`config.mk`:
```
export PLATFORM = sky130hd
export DESIGN_NAME = lwkd_cnt_tab
export DESIGN_NICKNAME = d
export VERILOG_FILES = /design/src/longest_window_exactly_k_distinct_top_assert.svh /design/src/lwkd_pkg.sv /design/src/lwkd_cnt_tab.sv
export SDC_FILE = /design/constraint.sdc
export NUM_CORES = 2
export LEC_CHECK = 0
export BUFFER_PORTS_ARGS = -buffer_cell sky130_fd_sc_hd__buf_4
export CELL_PAD_IN_SITES_DETAIL_PLACEMENT = 0
export CELL_PAD_IN_SITES_GLOBAL_PLACEMENT = 2
export CORE_ASPECT_RATIO = 1.2
export CORE_MARGIN = 3
export CORE_UTILIZATION = 30
export CTS_BUF_LIST = sky130_fd_sc_hd__clkbuf_4 sky130_fd_sc_hd__clkbuf_8 sky130_fd_sc_hd__clkbuf_16
export DETAILED_ROUTE_END_ITERATION = 10
export GPL_TIMING_DRIVEN = 1
export PLACE_DENSITY = 0.5
export SLEW_MARGIN = 10
export SYNTH_ARGS = -nofsm -noshare
export SYNTH_HDL_FRONTEND = slang
export SYNTH_SLANG_ARGS = --single-unit
```
`constraint.sdc`:
```
create_clock -name clk_i -period 2.7 [get_ports clk_i]
set_clock_uncertainty 0.05 [all_clocks]
set_input_delay 0.405 -clock clk_i [delete_from_list [all_inputs] [get_ports clk_i]]
set_output_delay 0.405 -clock clk_i [all_outputs]
set_load 0.01 [all_outputs]
```
`src/longest_window_exactly_k_distinct_top_assert.svh`:
```
// Assertion macros for the longest window block.
`ifndef LONGEST_WINDOW_EXACTLY_K_DISTINCT_TOP_ASSERT_SVH
`define LONGEST_WINDOW_EXACTLY_K_DISTINCT_TOP_ASSERT_SVH

// same-cycle implication
`define LWKD_ASSERT_IMP(lbl, ante, cons) \
  lbl: assert property (@(posedge clk_i) disable iff (!rst_ni) (ante) |-> (cons)) \
    else $error("lwkd: assertion failed");

// next-cycle implication
`define LWKD_ASSERT_NXT(lbl, ante, cons) \
  lbl: assert property (@(posedge clk_i) disable iff (!rst_ni) (ante) |=> (cons)) \
    else $error("lwkd: assertion failed");

`endif

```
`src/lwkd_pkg.sv`:
```
`timescale 1ns / 1ps

package lwkd_pkg;

  localparam int RING_DEPTH = 4096;
  localparam int RING_AW    = $clog2(RING_DEPTH);
  localparam int WL_W       = $clog2(RING_DEPTH + 1);
  localparam int CNT_W      = $clog2(RING_DEPTH + 2);
  localparam int SYM_W      = 8;
  localparam int NUM_SYM    = 256;
  localparam int K_W        = 9;
  localparam int LEN_W      = 14;
  localparam int CMP_W      = (WL_W + 1 > LEN_W) ? WL_W + 1 : LEN_W;

  localparam logic [K_W-1:0] K_RESET = K_W'(2);

  typedef struct packed {
    logic             clr;
    logic             rd_en;
    logic [SYM_W-1:0] rd_addr;
    logic             wr_en;
    logic [SYM_W-1:0] wr_addr;
    logic [CNT_W-1:0] wr_data;
  } cnt_req_t;

  typedef enum logic [5:0] {
    S_IDLE   = 6'b000001,
    S_ADD    = 6'b000010,
    S_EV_CNT = 6'b000100,
    S_UPD    = 6'b001000,
    S_COMMIT = 6'b010000,
    S_FIN    = 6'b100000
  } state_e;

  function automatic logic [RING_AW-1:0] ring_next(input logic [RING_AW-1:0] idx);
    ring_next = (idx == RING_AW'(RING_DEPTH - 1)) ? '0 : idx + 1'b1;
  endfunction

endpackage

```
`src/lwkd_cnt_tab.sv`:
```
`timescale 1ns / 1ps

module lwkd_cnt_tab import lwkd_pkg::*; (
  input  logic             clk_i,
  input  logic             rst_ni,
  input  cnt_req_t         req_i,
  output logic [CNT_W-1:0] rdata_o
);

  logic [CNT_W-1:0] mem [NUM_SYM];
  logic [CNT_W-1:0] rdata_q;
  logic [NUM_SYM-1:0] vld_q;
  logic             rvld_q;

  // an entry not written since the last clear reads as zero
  always_ff @(posedge clk_i or negedge rst_ni) begin
    if (!rst_ni) begin
      vld_q  <= '0;
      rvld_q <= 1'b0;
    end else begin
      if (req_i.rd_en) begin
        rvld_q <= vld_q[req_i.rd_addr];
      end
      if (req_i.clr) begin
        vld_q <= '0;
      end else if (req_i.wr_en) begin
        vld_q[req_i.wr_addr] <= 1'b1;
      end
    end
  end

  always_ff @(posedge clk_i) begin
    if (req_i.wr_en) begin
      mem[req_i.wr_addr] <= req_i.wr_data;
    end
    if (req_i.rd_en) begin
      rdata_q <= mem[req_i.rd_addr];
    end
  end

  assign rdata_o = rvld_q ? rdata_q : '0;

endmodule

```
==> results.yml <==
clock_tree:
  tritoncts: "done"
  clk_path_buf_depth: 4
  cts.clk_slew.worst_paths_ns: 0.07
  cts-root-buf: "clkbuf_16"
  clock-sinks: 3598
  clock_latency_ns: 0.97
  cts_htree_levels: 5
  numCtsBuffers: 375
routing:
  via_count: 69151
  drc: 0
  drt_iter0_drc: 6006
  wire_per_inst_um: 30.72
  via_per_inst: 5.011
  ant_nets: 0
  drtPass1Iterations: 5
  routed_wl_um: 423900
power:
  share_comb_of_total_power: 0.058
  total_power_uw: 120300
  leakagePower_uw: 0.05448
  clock_power_share: 0.434
  p_sw_uw: 26460
  vdd_drop_max_v: 0.0004801
  p_per_area_nw_per_um2: 718.3
  swShare: 0.2200
  pwr-share-seq: 0.508
  internal-power_uw: 93830
final_layout:
  fin_nets: 7498
  multi_input_area_um2: 29220
  area_growth_pct: 21.97
  register_area_um2: 106800
  layout_commonest_cell: "edfxtp_1"
  final_area_um2: 167500
  post-route-util: 0.3680
  fill_cells: 41851
  drive_gt1_frac: 0.3416
  final_cell_mix: "edfxtp_1, mux4_2, buf_4"
logic_synthesis:
  syn_area_um2: 137300
  synth_simple_gate_area_frac: 0.02500
  synth_warnings: 0
  synth_edf_count: 3341
  synthMuxAreaShare: 0.1475
  synthDistinctLibCells: 44
  synth_compound_area_frac: 0.03762
  synth_top_area_frac: 0.7307
  ys_ff_latch: 3598
  yosys.area.top_type: "edfxtp_1"
  synth_top_family_by_area: "multiplexers"
  syn-num-nets: 6454
  synth_area_per_cell_um2: 21.39
  synth_area_leaders: "edfxtp_1, mux4_2, dfrtp_1"
  synth_fa_ha_area_frac: 0
  seq_area_frac_synth: 0.7775
  synth-main-ff-cell: "edfxtp_1"
  synth-xor-area-share: 0
  syn_inst: 6420
  async_flop_share: 0.07143
critical_path:
  criticalPathCategory: "primary input to flip-flop"
  end_kind: "flip-flop"
  start_kind: "primary input"
  cp.required_ns: 3.33
  reg2reg_slack_ns: 0.005
  crit_fanout: 13
  crit_arrival_ns: 3.33
floorplan:
  core_um2: 455000
  num_rows: 271
  ioPinCount: 47
  die-area_um2: 465900
  die_x_um: 623.6
  start_util: 0.3017
  die-height_um: 747.1
global_route:
  grt_pass1_wl_um: 589800
  grt_overflow: 0
  grt_max_degree: 119
  grt_pass1_vias: 72957
  antenna_found_initial: 39
  grt_usage: 0.1796
outcome:
  outcome: "finished, final reports clean"
sta:
  slew_headroom: 0.3040
  tns_ns: 0
  tightest_slew_ns: 1.044
  min_period_ns: 2.695
  setup_viol: 0
  hold_viol: 0
  fin_crit_sh: 0.9982
  fmax_ghz: 0.3710
  setup_ws_ns: 0.004912
  drv_slew: 0
placement:
  place_area_um2: 154500
  hpwl_um: 274200
  port_buffers: 46
  place_ws_ns: -1.351
  gp_congestion: 0.7934
job:
  maxCapViolations: 0
hold_path:
  hold_path_class: "primary input to asynchronous set/reset pin"
## through the flow
step / hold WS, ns / std cells
global placement: 0.3411 / 13066
CTS: 0.06355 / 13771
finish: 0.1593 / 13799
floorplan: 0.05941 / 6420
global route: 0.1141 / 13782
detailed placement: 0.3476 / 13066
## routing by layer
layer | GRT usage | up-vias | wire [µm]
met2 | 0.2976 | 1700 | 207100
met1 | 0.2409 | 37829 | 181400
li1 | - | 29066 | -
met5 | 0 | - | 138
met4 | 0.05210 | 20 | 13080
met3 | 0.03331 | 536 | 22110
## power groups by stage
stage	logic [µW]	clock network, µW	registers, µW
2_1_floorplan	2850	0	62300
3_5_place_dp	7000	0	62300
6_report	6950	52200	61100
4_1_cts	7080	53700	61100
5_1_grt	7370	56000	61100
3_3_place_gp	6930	0	62300
## state kept, by name, summed over array words and instances (netlist names)
| register | cells |
|---|---|
| rvld_q | 1 |
| vld_q | 256 |
| rdata_q | 13 |
| mem | 3328 |
## worst max-delay path, stage by stage
cell	delay [ns]
buf_16	0.18
buf_12	0.22
buf_4	0.25
buf_12	0.17
mux4_2	0.50
a22o_1	0.30
a221oi_2	0.26
buf_4	0.17
o22ai_1	0.16
o21ai_2	0.35
buf_4	0.19
nand4_1	0.09
## worst paths after layout
check,startpoint,to,cells after the start
setup / recovery,req_i[22],rdata_q[4],12
hold / removal,rst_ni,vld_q[130],3
setup reg to reg,mem[27][4],rdata_q[4],8
hold reg to reg,vld_q[140],vld_q[140],2
max in group asynchronous,rst_ni,vld_q[37],3
min in group clk_i,req_i[13],mem[151][2],4
## what timing repair did
action	4_1_cts	5_1_grt
setup endpoints to repair	12	12
hold buffers	17	0
setup buffers	0	10
endpoints found under the hold margin	1081	0
gates resized for setup	32	29
pin swaps	1	7
## Yosys cell counts, drive strengths merged, types with 30 or more instances
cell    number
nor2       719
a22o       209
nand2       34
mux2i       33
a221oi     208
dfrtp      257
o22ai      109
edfxtp    3341
o21ai       55
clkbuf     258
o21ba       30
buf        142
mux4       883
## cell families (layout without fill, tap and decap cells)
group | after synthesis | count (layout)
AO/OA/AOI/OAI | 642 | 642
multiplexers | 919 | 919
other | 0 | 18
flip-flops | 3598 | 3598
buffers and inverters | 405 | 1760
AND/OR/NAND/NOR | 856 | 856
## area by class of cell
cell class	count	share of cell area
diodes	18	0.0002690
flip-flops and latches	3598	0.6375
inverters	5	0.0001121
well taps	6006	0.04487
clock buffers	461	0.06115
clock inverters	227	0.01288
repair buffers	1067	0.06877
multi-input cells	2417	0.1745
Note: power is estimated with default switching activity, not from simulation.
